==> config.mk <==
export PLATFORM = sky130hd
export DESIGN_NAME = aligned_stack_allocator
export DESIGN_NICKNAME = d
export VERILOG_FILES = /design/src/rtl/core/asa_pkg.sv /design/src/rtl/core/asa_step_unit.sv /design/src/rtl/core/asa_mark_stack.sv /design/src/rtl/core/aligned_stack_allocator.sv
export VERILOG_INCLUDE_DIRS = /design/src /design/src/rtl/core
export SDC_FILE = /design/constraint.sdc
export NUM_CORES = 1
export LEC_CHECK = 0
export BUFFER_PORTS_ARGS = -buffer_cell sky130_fd_sc_hd__buf_2
export CORE_UTILIZATION = 45
export CTS_CLUSTER_SIZE = 16
export DETAILED_ROUTE_END_ITERATION = 7
export PLACE_DENSITY_LB_ADDON = 0.25
export SETUP_SLACK_MARGIN = 0.5
export SLEW_MARGIN = 5
export SYNTH_ARGS = -nofsm -noshare
export SYNTH_HDL_FRONTEND = slang
export SYNTH_HIERARCHICAL = 1
export SYNTH_SLANG_ARGS = --single-unit
==> constraint.sdc <==
create_clock -name clock -period 7.1 [get_ports clock]
set_input_delay 1.065 -clock clock [delete_from_list [all_inputs] [get_ports clock]]
set_output_delay 1.065 -clock clock [all_outputs]
set_load 0.005 [all_outputs]
==> src/rtl/core/aligned_stack_allocator_assert.svh <==
// ----------------------------------------------------------------------------
// Aligned stack allocator assertion macros
// Shared concurrent assertion forms for the allocator RTL.
// ----------------------------------------------------------------------------
`ifndef ALIGNED_STACK_ALLOCATOR_ASSERT_SVH
`define ALIGNED_STACK_ALLOCATOR_ASSERT_SVH

// Same-cycle implication, disabled during reset.
`define ASA_ASSERT_SAME(lbl, clk, rst, ante, cons, msg) \
   lbl: assert property (@(posedge clk) disable iff (rst) (ante) |-> (cons)) \
      else $error(msg);

// Next-cycle implication, disabled during reset.
`define ASA_ASSERT_NEXT(lbl, clk, rst, ante, cons, msg) \
   lbl: assert property (@(posedge clk) disable iff (rst) (ante) |=> (cons)) \
      else $error(msg);

`endif

==> src/rtl/core/asa_pkg.sv <==
// ----------------------------------------------------------------------------
// Aligned stack allocator package
// Field widths, command and status codes, limits and shared struct types.
// ----------------------------------------------------------------------------
package asa_pkg;

   localparam int CMD_W   = 2;
   localparam int SIZE_W  = 25;
   localparam int ALIGN_W = 13;
   localparam int ADDR_W  = 32;
   localparam int STAT_W  = 3;
   localparam int CSR_IDX_W = 1;

   localparam logic [CMD_W-1:0] CMD_ALLOCATE = 2'd0;
   localparam logic [CMD_W-1:0] CMD_RECORD   = 2'd1;
   localparam logic [CMD_W-1:0] CMD_UNWIND   = 2'd2;
   localparam logic [CMD_W-1:0] CMD_CLEAR    = 2'd3;

   localparam logic [STAT_W-1:0] ST_OK       = 3'd0;
   localparam logic [STAT_W-1:0] ST_NO_SPACE = 3'd1;
   localparam logic [STAT_W-1:0] ST_BAD_ARG  = 3'd2;
   localparam logic [STAT_W-1:0] ST_FULL     = 3'd3;
   localparam logic [STAT_W-1:0] ST_EMPTY    = 3'd4;

   localparam logic [CSR_IDX_W-1:0] CSR_REGION_BASE     = 1'd0;
   localparam logic [CSR_IDX_W-1:0] CSR_REGION_CAPACITY = 1'd1;

   localparam logic [ALIGN_W-1:0] MIN_ALIGN  = ALIGN_W'(8);
   localparam logic [ALIGN_W-1:0] MAX_ALIGN  = ALIGN_W'(4096);
   localparam logic [SIZE_W-1:0]  MAX_REGION = SIZE_W'(16777216);

   localparam logic [ADDR_W-1:0] BASE_RESET     = '0;
   localparam logic [SIZE_W-1:0] CAPACITY_RESET = SIZE_W'(16777216);

   typedef struct packed {
      logic [CMD_W-1:0]   command;
      logic [SIZE_W-1:0]  request_size;
      logic [ALIGN_W-1:0] request_alignment;
   } req_type;

   typedef struct packed {
      logic [ADDR_W-1:0] granted_address;
      logic [STAT_W-1:0] status;
   } rsp_type;

   typedef struct packed {
      logic full;
      logic empty;
   } stack_status_type;

   typedef struct packed {
      logic push;
      logic pop;
      logic clear;
   } stack_ctl_type;

   typedef struct packed {
      rsp_type           rsp;
      logic              used_load;
      logic [SIZE_W-1:0] used_next;
      stack_ctl_type     stk;
   } step_type;

endpackage

==> src/rtl/core/asa_step_unit.sv <==
// ----------------------------------------------------------------------------
// Allocator step unit
// Decodes one command against the current state and forms result and update.
// ----------------------------------------------------------------------------
module asa_step_unit (
   input  asa_pkg::req_type                req,
   input  logic [asa_pkg::ADDR_W-1:0]      region_base,
   input  logic [asa_pkg::SIZE_W-1:0]      region_capacity,
   input  logic [asa_pkg::SIZE_W-1:0]      used_bytes,
   input  asa_pkg::stack_status_type       stk_status,
   input  logic [asa_pkg::SIZE_W-1:0]      mark_top,
   output asa_pkg::step_type               step
);

   logic                          size_bad;
   logic                          align_bad;
   logic [asa_pkg::ALIGN_W-1:0]   align_mask;
   logic [asa_pkg::SIZE_W-1:0]    cap;
   logic [asa_pkg::ADDR_W:0]      cur;
   logic [asa_pkg::ALIGN_W-1:0]   pad;
   logic [asa_pkg::ADDR_W-1:0]    round_addr;
   logic [asa_pkg::SIZE_W:0]      total;
   logic [asa_pkg::SIZE_W-1:0]    room;
   logic                          no_space;

   assign align_mask = req.request_alignment - asa_pkg::ALIGN_W'(1);
   assign size_bad   = (req.request_size == '0) || (req.request_size > asa_pkg::MAX_REGION);
   assign align_bad  = (req.request_alignment == '0)
                    || ((req.request_alignment & align_mask) != '0)
                    || (req.request_alignment < asa_pkg::MIN_ALIGN)
                    || (req.request_alignment > asa_pkg::MAX_ALIGN);

   assign cap = (region_capacity > asa_pkg::MAX_REGION) ? asa_pkg::MAX_REGION
                                                        : region_capacity;
   assign cur = {1'b0, region_base} + {{(asa_pkg::ADDR_W + 1 - asa_pkg::SIZE_W){1'b0}},
                                       used_bytes};
   // Distance to the next boundary: the negated low bits, masked.
   assign pad = (~cur[asa_pkg::ALIGN_W-1:0] + asa_pkg::ALIGN_W'(1)) & align_mask;
   assign round_addr = cur[asa_pkg::ADDR_W-1:0]
                     + {{(asa_pkg::ADDR_W - asa_pkg::ALIGN_W){1'b0}}, pad};
   assign total = {1'b0, req.request_size}
                + {{(asa_pkg::SIZE_W + 1 - asa_pkg::ALIGN_W){1'b0}}, pad};
   assign room  = (used_bytes > cap) ? '0 : (cap - used_bytes);
   assign no_space = total > {1'b0, room};

   always_comb begin
      step                     = '0;
      step.rsp.status          = asa_pkg::ST_OK;
      step.used_next           = used_bytes;
      unique case (req.command)
         asa_pkg::CMD_ALLOCATE: begin
            if (size_bad || align_bad) begin
               step.rsp.status = asa_pkg::ST_BAD_ARG;
            end else if (no_space) begin
               step.rsp.status = asa_pkg::ST_NO_SPACE;
            end else begin
               step.rsp.granted_address = round_addr;
               step.used_load           = 1'b1;
               step.used_next           = used_bytes + total[asa_pkg::SIZE_W-1:0];
            end
         end
         asa_pkg::CMD_RECORD: begin
            if (stk_status.full) begin
               step.rsp.status = asa_pkg::ST_FULL;
            end else begin
               step.stk.push = 1'b1;
            end
         end
         asa_pkg::CMD_UNWIND: begin
            if (stk_status.empty) begin
               step.rsp.status = asa_pkg::ST_EMPTY;
            end else begin
               step.stk.pop   = 1'b1;
               step.used_load = 1'b1;
               step.used_next = mark_top;
            end
         end
         asa_pkg::CMD_CLEAR: begin
            step.stk.clear = 1'b1;
            step.used_load = 1'b1;
            step.used_next = '0;
         end
         default: begin
            step.rsp.status = asa_pkg::ST_BAD_ARG;
         end
      endcase
   end

endmodule

==> src/rtl/core/asa_mark_stack.sv <==
// ----------------------------------------------------------------------------
// Allocator mark stack
// Mark memory with a fill count and a registered top-of-stack entry.
// ----------------------------------------------------------------------------
module asa_mark_stack #(
   parameter int MARK_DEPTH = 16
) (
   input  logic                           clock,
   input  logic                           reset,
   input  logic                           advance,
   input  asa_pkg::stack_ctl_type         ctl,
   input  logic [asa_pkg::SIZE_W-1:0]     push_value,
   output asa_pkg::stack_status_type      status,
   output logic [asa_pkg::SIZE_W-1:0]     mark_top
);

   localparam int CNT_W = $clog2(MARK_DEPTH + 1);
   localparam int IDX_W = (MARK_DEPTH > 1) ? $clog2(MARK_DEPTH) : 1;

   logic [asa_pkg::SIZE_W-1:0] mark_mem_ff [MARK_DEPTH];
   logic [asa_pkg::SIZE_W-1:0] top_ff;
   logic [CNT_W-1:0]           count_ff;
   logic [CNT_W-1:0]           count_in;
   logic [CNT_W-1:0]           below_top;
   logic [IDX_W-1:0]           wr_idx;
   logic [IDX_W-1:0]           rd_idx;
   logic                       do_push;
   logic                       do_pop;

   assign do_push   = advance && ctl.push;
   assign do_pop    = advance && ctl.pop;
   assign below_top = count_ff - CNT_W'(2);
   assign wr_idx    = count_ff[IDX_W-1:0];
   assign rd_idx    = below_top[IDX_W-1:0];

   assign status.full  = (count_ff == CNT_W'(MARK_DEPTH));
   assign status.empty = (count_ff == '0);
   assign mark_top     = top_ff;

   always_comb begin
      count_in = count_ff;
      if (advance && ctl.clear) begin
         count_in = '0;
      end else if (do_push) begin
         count_in = count_ff + CNT_W'(1);
      end else if (do_pop) begin
         count_in = count_ff - CNT_W'(1);
      end
   end

   always_ff @(posedge clock) begin
      if (reset) begin
         count_ff <= '0;
      end else begin
         count_ff <= count_in;
      end
   end

   // Pushed value becomes the new top; a pop fetches the entry beneath it.
   always_ff @(posedge clock) begin
      if (do_push) begin
         mark_mem_ff[wr_idx] <= push_value;
         top_ff              <= push_value;
      end else if (do_pop && (count_ff > CNT_W'(1))) begin
         top_ff <= mark_mem_ff[rd_idx];
      end
   end

endmodule

==> src/rtl/core/aligned_stack_allocator.sv <==
// ----------------------------------------------------------------------------
// Aligned stack allocator
// Bump-pointer region allocator with a stack of saved marks.
// ----------------------------------------------------------------------------
// Usage
//   req_*  : command transactions (allocate, record mark, unwind, clear).
//   rsp_*  : one result transaction per command: granted address and status.
//   csr_*  : register writes, index 0 region base, index 1 region capacity.
//            csr_ready is always high; write only while the block is idle.
// Path: an accepted transaction is held in the input register while the
//   step unit evaluates it, and its result is then loaded into the result
//   register, which drives rsp_valid and rsp_data.
// Throughput: one command per cycle unless rsp_stall blocks; the input and
//   result registers form a two-stage pipe, and the used-byte counter and
//   mark count update in the evaluation cycle, so the next command sees them.
// Stall: when rsp_stall holds a result, one more command may wait in the
//   input register; req_stall then rises until the result drains.
// Reset: clears both counts and returns the region registers to base zero
//   and full capacity; mark memory contents stay undefined and are only read
//   once a record has written them.
// ----------------------------------------------------------------------------
`include "aligned_stack_allocator_assert.svh"

module aligned_stack_allocator #(
   parameter int MARK_DEPTH = 16
) (
   input  logic                             clock,
   input  logic                             reset,
   input  logic                             req_valid,
   output logic                             req_stall,
   input  asa_pkg::req_type                 req_data,
   output logic                             rsp_valid,
   input  logic                             rsp_stall,
   output asa_pkg::rsp_type                 rsp_data,
   input  logic                             csr_valid,
   output logic                             csr_ready,
   input  logic [asa_pkg::CSR_IDX_W-1:0]    csr_index,
   input  logic [asa_pkg::ADDR_W-1:0]       csr_data
);

   // Configuration registers
   logic [asa_pkg::ADDR_W-1:0] base_ff;
   logic [asa_pkg::SIZE_W-1:0] capacity_ff;

   // Pipeline and allocator state
   logic                       in_vld_ff;
   asa_pkg::req_type           in_data_ff;
   logic                       out_vld_ff;
   asa_pkg::rsp_type           out_data_ff;
   logic [asa_pkg::SIZE_W-1:0] used_ff;
   logic [asa_pkg::SIZE_W-1:0] used_in;

   logic                       out_ready;
   logic                       advance;
   logic                       req_take;
   asa_pkg::step_type          step;
   asa_pkg::stack_status_type  stk_status;
   logic [asa_pkg::SIZE_W-1:0] mark_top;

   // Checker terms
   logic                       grant_ok;
   logic                       grant_aligned;
   logic                       used_in_range;

   // The result register frees when empty or when its transaction is taken.
   assign out_ready = !out_vld_ff || !rsp_stall;
   assign advance   = in_vld_ff && out_ready;
   assign req_stall = in_vld_ff && !out_ready;
   assign req_take  = req_valid && !req_stall;

   assign rsp_valid = out_vld_ff;
   assign rsp_data  = out_data_ff;
   assign csr_ready = 1'b1;

   // Register writes
   always_ff @(posedge clock) begin
      if (reset) begin
         base_ff     <= asa_pkg::BASE_RESET;
         capacity_ff <= asa_pkg::CAPACITY_RESET;
      end else if (csr_valid && csr_ready) begin
         unique case (csr_index)
            asa_pkg::CSR_REGION_BASE: begin
               base_ff <= csr_data;
            end
            asa_pkg::CSR_REGION_CAPACITY: begin
               capacity_ff <= csr_data[asa_pkg::SIZE_W-1:0];
            end
            default: begin
               base_ff <= base_ff;
            end
         endcase
      end
   end

   // Input register: hold while the result side is blocked
   always_ff @(posedge clock) begin
      if (reset) begin
         in_vld_ff <= 1'b0;
      end else if (!in_vld_ff || advance) begin
         in_vld_ff <= req_take;
      end
   end

   always_ff @(posedge clock) begin
      if (req_take) begin
         in_data_ff <= req_data;
      end
   end

   asa_step_unit u_step (
      .req             (in_data_ff),
      .region_base     (base_ff),
      .region_capacity (capacity_ff),
      .used_bytes      (used_ff),
      .stk_status      (stk_status),
      .mark_top        (mark_top),
      .step            (step)
   );

   asa_mark_stack #(
      .MARK_DEPTH (MARK_DEPTH)
   ) u_marks (
      .clock      (clock),
      .reset      (reset),
      .advance    (advance),
      .ctl        (step.stk),
      .push_value (used_ff),
      .status     (stk_status),
      .mark_top   (mark_top)
   );

   // Used-byte counter: advance only when the command retires
   assign used_in = (advance && step.used_load) ? step.used_next : used_ff;

   always_ff @(posedge clock) begin
      if (reset) begin
         used_ff <= '0;
      end else begin
         used_ff <= used_in;
      end
   end

   // Result register: load on retire, drop once taken downstream
   always_ff @(posedge clock) begin
      if (reset) begin
         out_vld_ff <= 1'b0;
      end else if (out_ready) begin
         out_vld_ff <= advance;
      end
   end

   always_ff @(posedge clock) begin
      if (advance) begin
         out_data_ff <= step.rsp;
      end
   end

   assign grant_ok      = advance && (in_data_ff.command == asa_pkg::CMD_ALLOCATE)
                       && (step.rsp.status == asa_pkg::ST_OK);
   assign grant_aligned = (step.rsp.granted_address[asa_pkg::ALIGN_W-1:0]
                          & (in_data_ff.request_alignment - asa_pkg::ALIGN_W'(1))) == '0;
   assign used_in_range = used_ff <= asa_pkg::MAX_REGION;

   `ASA_ASSERT_NEXT(a_retire_gives_result, clock, reset, advance, rsp_valid, "result missing")
   `ASA_ASSERT_SAME(a_grant_aligned, clock, reset, grant_ok, grant_aligned, "unaligned grant")
   `ASA_ASSERT_NEXT(a_used_bounded, clock, reset, advance, used_in_range, "used over limit")

endmodule
==> results.sh, run 1 <==
export IMPL_ir_drop_mv=0.201
export IMPL_grt_pass1_wl_mm=126
export IMPL_worstHoldPathType="register to register"
export IMPL_synth_top_family_by_area="simple AND/OR/NAND/NOR gates"
export IMPL_grt_remaining_overflow=0
export IMPL_htree_levels=2
export IMPL_drcViolationCount=0
export IMPL_diodes=0
export IMPL_pre_cts_slack_ps=-49.5
export IMPL_worst_slew_pin_slew_ps=1190
export IMPL_synthesis_area_sq_mm=0.0303
export IMPL_finalSetupTns_ps=0
export IMPL_max_stage_delay_ps=570
export IMPL_status="finished clean"
export IMPL_num_vias=21700
export IMPL_synth_area_top_cells="edfxtp_1 (49%), dfxtp_1 (5.9%), ha_1 (5.9%)"
export IMPL_p_clk_frac=0.402
export IMPL_fin_nets=2972
export IMPL_grt_use_total=0.241
export IMPL_synthArstFlopShare=0
export IMPL_power_leakage_uw=0.0138
export IMPL_grt_pass1_vias=21100
export IMPL_startpoint_type="register"
export IMPL_ys_seq_area_frac=0.554
export IMPL_dieArea_sq_mm=0.0685
export IMPL_pwr_share_seq=0.457
export IMPL_critPathKind="register to register"
export IMPL_clock_path_buffers=3
export IMPL_switchingPower_uw=2070
export IMPL_utilization=0.536
export IMPL_switching_share=0.249
export IMPL_setup_viol=0
export IMPL_drtIter0Drc=1466
export IMPL_synth_seq_cells=589
export IMPL_routed_wl_mm=83.7
export IMPL_antenna_found_initial=0
export IMPL_synth_top_area_share=0.495
export IMPL_cts_root_buffer="clkbuf_16"
export IMPL_fin_ws_ps=525
export IMPL_crit_path_end_kind="register"
export IMPL_multi_input_area_sq_mm=0.0135
export IMPL_core_area_sq_mm=0.0662
export IMPL_synth_compound_area_frac=0.120
export IMPL_critPathArrivalTime_ps=7140
export IMPL_synth_xor_area_frac=0.0344
export IMPL_fmaxAchievable_mhz=152
export IMPL_yosys_warnings=6
export IMPL_regArea_sq_mm=0.0168
export IMPL_final_layout_size_suffix_gt1_frac=0.211
export IMPL_ys_flop_type="edfxtp_1"
export IMPL_clock_sinks=589
export IMPL_routabilityCongestion=1.01
export IMPL_drtPass1Iterations=5
export IMPL_fin_crit_ps=6570
export IMPL_required_ps=7670
export IMPL_ios=116
export IMPL_wl_per_cell_um=22.8
export IMPL_synth_cell_type_count=97
export IMPL_cts_tree="done"
export IMPL_die_w_um=262
export IMPL_synth_simple_area_share=0.135
export IMPL_maxSlewViolCount=0
export IMPL_yosysTopAreaCell="edfxtp_1"
export IMPL_grt_max_degree=95
export IMPL_synth_edff_count=500
export IMPL_critPathMostFrequentCell="or3_2"
export IMPL_hpwl_mm=56.2
export IMPL_nFillCells=5595
export IMPL_synth_mux_area_frac=0.0663
export IMPL_finalNonFillerCells=3664
export IMPL_synth_adder_area_share=0.0615
export IMPL_skew_ps=31.4
export IMPL_avgSynthCellArea_sq_um=11.9
export IMPL_clk_pin_slew_ps=70
export IMPL_cts_buffers=61
export IMPL_hold_violations=0
export IMPL_drtAntennaViolNets=0
export IMPL_p_per_area_mw_per_mm2=234
export IMPL_syn_to_final_growth_pct=17.0
export IMPL_pwr_share_comb=0.140
export IMPL_synthesis_nets=2768
export IMPL_cap_violations=0
export IMPL_crit_fanout=6
export IMPL_critPathSlowestCell="or3_2"
export IMPL_total_power_uw=8300
export IMPL_relSlewSlack=0.209
export IMPL_rsz0062_at_grt="true"
export IMPL_finalCritPeriodShare=0.926
export IMPL_via_per_inst=5.91
export IMPL_clk_latency_ps=650
export IMPL_syn_inst=2544
export IMPL_placed_cells=3514
export IMPL_rows=94
export IMPL_initial_utilization=0.458
export IMPL_die_h_um=262
export IMPL_internal_power_uw=6230
export IMPL_io_buffers=114
-- metal layers --
layer	wire, um	up-vias	global-route usage
li1	-	10000	-
met2	40600	743	0.400
met5	0	-	0
met1	35400	10800	0.323
met4	2650	0	0.0856
met3	5020	139	0.0342
-- placed cells by master, fill, tap and decap left out, types with 47 or more instances in the layout --
cell type	Yosys	layout
edfxtp_1	500	500
nand2_1	333	330
nor3_1	71	63
o21ai_0	78	56
buf_4	12	118
mux2i_1	67	67
a21oi_1	159	143
nor2_1	117	108
buf_2	34	114
xnor2_1	73	62
dfxtp_1	89	82
ha_1	142	129
mux4_2	51	51
and3_1	48	47
clkbuf_16	0	63
nand3_1	67	65
inv_1	68	67
-- cells in the mapped netlist (44+ instances only) --
cell	number
a21oi_1	159
and3_1	48
clkbuf_1	44
dfxtp_1	89
edfxtp_1	500
ha_1	142
inv_1	68
mux2i_1	67
mux4_2	51
nand2_1	333
nand3_1	67
nor2_1	117
nor3_1	71
o21ai_0	78
xnor2_1	73
-- worst max-delay path: cells and delay by family (launching register included) --
kind	cells	cell delay (ps)
flip-flops	1	360
adder cells (fa/ha/maj)	4	1210
AND/OR/NAND/NOR	9	2460
AO/OA/AOI/OAI	10	2020
XOR/XNOR	1	150
buffers and inverters	1	30
multiplexers	1	260
-- final cells by class --
type | count | share of cell area
repair buffers | 251 | 0.0500
clock inverters | 35 | 0.0134
well taps | 864 | 0.0304
multi-input cells | 1776 | 0.380
flip-flops and latches | 589 | 0.473
inverters | 69 | 0.00729
clock buffers | 80 | 0.0456
-- final timing paths --
path | from | to | slack (ps) | cells past startpoint
max | used_ff[0]$_SDFFE_PP0P_ | used_ff[24]$_SDFFE_PP0P_ | 530 | 26
min | base_ff[20]$_SDFFE_PP0P_ | base_ff[20]$_SDFFE_PP0P_ | 460 | 2
max reg2reg | used_ff[0]$_SDFFE_PP0P_ | used_ff[24]$_SDFFE_PP0P_ | 530 | 26
min reg2reg | base_ff[20]$_SDFFE_PP0P_ | base_ff[20]$_SDFFE_PP0P_ | 460 | 2
-- repair_timing --
item                                    in CTS  in global routing
pin swaps                                   18                 36
gates cloned                                 0                  2
setup buffers                               10                 23
hold endpoints to repair                     0                  0
endpoints found under the setup margin      57                 58
hold buffers                                 0                  0
gates resized for setup                     43                107
-- metrics by stage --
stage,hold slack (ps),cell area (sq um)
final,459,35500
after global routing,479,35500
after CTS,464,34800
after detailed placement,456,32400
after global placement,448,32400
after floorplan,435,30400
-- flip-flops by register name (all words and copies together), names as in the netlist, 5 cells and up --
register,cells
rsp_data,35
used_ff,25
u_marks/mark_mem_ff,400
in_data_ff,40
base_ff,32
u_marks/count_ff,5
capacity_ff,25
u_marks/mark_top,25
-- power by group through the flow --
stage               Sequential (uW)  Combinational (uW)  Clock [uW]
floorplan                      3860                 676           0
detailed placement             3870                 974           0
global placement               3870                 955           0
global route                   3800                1260        3520
CTS                            3800                1020        3400
finish                         3800                1170        3340
-- cell families (layout without fill, tap and decap cells) --
| group | count (synthesis) | count (layout) |
|---|---|---|
| compound gates | 537 | 537 |
| flops | 589 | 589 |
| xor+xnor | 117 | 117 |
| simple gates | 839 | 839 |
| other cells | 1 | 1 |
| mux | 135 | 135 |
| buf+inv | 179 | 435 |
| fa+ha+maj | 147 | 147 |
Power figures use the tool's default switching activity.
==> run 2: changes to the inputs <==
BUFFER_PORTS_ARGS = not set   (was -buffer_cell sky130_fd_sc_hd__buf_2)
CORE_ASPECT_RATIO = 1.2   (was not set)
CORE_UTILIZATION = 40   (was 45)
DONT_BUFFER_PORTS = 1   (was not set)
==> run 2 against run 1 <==
Net effect:
- clock power hardly changed
- combinational power fell by 8%
- worst hold slack gained 4.8 ps
==> results.sh, run 2 (same netlist as run 1, synthesis figures left out) <==
export IMPL_hpwl_mm=56.0
export IMPL_drtIter0Drc=1558
export IMPL_crit_buf_inv=1
export IMPL_top_register="u_marks/mark_mem_ff"
export IMPL_wl_per_cell_um=22.9
export IMPL_hold_violations=0
export IMPL_cap_violations=0
export IMPL_critPathSlowestCell="or4_4"
export IMPL_largest_reg_flops=400
export IMPL_grt_pass1_wl_mm=125
export IMPL_critPathArrivalTime_ps=7140
export IMPL_fin_crit_ps=6570
export IMPL_initial_utilization=0.405
export IMPL_cts_root_buffer="clkbuf_16"
export IMPL_drcViolationCount=0
export IMPL_finalNonFillerCells=3670
export IMPL_cts_hold_buf=0
export IMPL_clock_sinks=589
export IMPL_finalCritPeriodShare=0.925
export IMPL_crit_path_end_kind="register"
export IMPL_grt_remaining_overflow=0
export IMPL_syn_to_final_growth_pct=14.6
export IMPL_final_layout_size_suffix_gt1_frac=0.172
export IMPL_die_w_um=253
export IMPL_cts_tree="done"
export IMPL_critPathKind="register to register"
export IMPL_drtAntennaViolNets=0
export IMPL_required_ps=7680
export IMPL_core_area_sq_mm=0.0750
export IMPL_layout_commonest_cell="edfxtp_1"
export IMPL_setup_viol=0
export IMPL_relSlewSlack=0.180
export IMPL_grt_pass1_vias=20800
export IMPL_skew_ps=33.4
export IMPL_drtPass1Iterations=5
export IMPL_ios=116
export IMPL_worstHoldPathType="register to register"
export IMPL_startpoint_type="register"
export IMPL_placed_cells=3540
export IMPL_maxSlewViolCount=0
export IMPL_ir_drop_mv=0.238
export IMPL_routed_wl_mm=84.1
export IMPL_rsz0062_at_grt="true"
export IMPL_finalSetupTns_ps=0
export IMPL_max_stage_delay_ps=550
export IMPL_grt_max_degree=121
export IMPL_power_leakage_uw=0.0131
export IMPL_die_h_um=304
export IMPL_fin_nets=2841
export IMPL_crit_family="simple AND/OR/NAND/NOR gates"
export IMPL_via_per_inst=5.69
export IMPL_io_buffers=0
export IMPL_p_per_area_mw_per_mm2=236
export IMPL_clk_pin_slew_ps=70
export IMPL_status="finished clean"
export IMPL_crit_fanout=5
export IMPL_worst_slew_pin_slew_ps=1230
export IMPL_dieArea_sq_mm=0.0770
export IMPL_routabilityCongestion=0.886
export IMPL_total_power_uw=8190
export IMPL_layout_common_cells="edfxtp_1 (500), nand2_1 (331), a21oi_1 (144)"
export IMPL_cts_buffers=57
export IMPL_clock_path_buffers=3
export IMPL_antenna_found_initial=5
export IMPL_num_vias=20900
export IMPL_utilization=0.464
export IMPL_grt_use_total=0.215
export IMPL_rows=110
export IMPL_fmaxAchievable_mhz=152
export IMPL_htree_levels=2
export IMPL_clk_latency_ps=640
-- run 2: cell count changes in the layout (fill, tap and decap cells not counted), moves of 3 or more --
cell and change:
buf_2 -114, clkbuf_1 -12, o21ai_0 +8, buf_4 -7
clkbuf_16 -6, o21ai_1 -6, clkinv_1 -5, buf_12 -4
clkinv_4 +3, inv_6 +3
-- run 2: stage by stage --
step	area [sq um]	worst slack (ps)	hold WS (ps)
2_1_floorplan	30400	500	435
3_3_place_gp	31900	98.2	441
3_5_place_dp	31900	-167	449
4_1_cts	34200	504	459
5_1_grt	34800	293	467
6_report	34800	533	464
-- run 2: layout make-up --
class | instances | area, sq um
Clock inverter | 41 | 577
Tap cell | 1008 | 1260
Inverter | 69 | 259
Timing Repair Buffer | 124 | 1020
Sequential cell | 589 | 16800
Antenna cell | 1 | 2.50
Clock buffer | 62 | 1450
Multi-Input combinational cell | 1776 | 13400
Fill cell | 6747 | 40200
-- run 2: tightest hold or removal path, stage by stage (launching register included) --
cell     delay, ps
dfxtp_1        310
nand2_1         50
a21oi_1         50
-- run 2: timing repair --
action | in CTS | in global routing
gates cloned | 0 | 0
setup buffers | 7 | 19
endpoints found under the setup margin | 57 | 57
pin swaps | 17 | 44
resized for setup | 34 | 95
hold endpoints to repair | 0 | 0
-- run 2: final timing paths --
kind                           start                  endpoint  slack [ps]  cells after the start
max          used_ff[0]$_SDFFE_PP0P_  used_ff[24]$_SDFFE_PP0P_         530                     29
min          base_ff[8]$_SDFFE_PP0P_   base_ff[8]$_SDFFE_PP0P_         460                      2
min reg2reg  base_ff[8]$_SDFFE_PP0P_   base_ff[8]$_SDFFE_PP0P_         460                      2
max reg2reg  used_ff[0]$_SDFFE_PP0P_  used_ff[24]$_SDFFE_PP0P_         530                     29
-- run 2: routing by layer --
layer  routed length [um]  up-vias  global-route usage  share of wire
met5                   31        -                   0        0.00037
li1                     -     9748                   -              -
met1                33600    10400               0.258           0.40
met4                 3380        4              0.0841          0.040
met3                 3960      155              0.0314          0.047
met2                43200      543               0.383           0.51
-- run 2: power by group --
group / internal [uW] / switching [uW]
clock network: 1930 / 1390
registers: 3760 / 41.6
logic: 455 / 622
total: 6140 / 2050
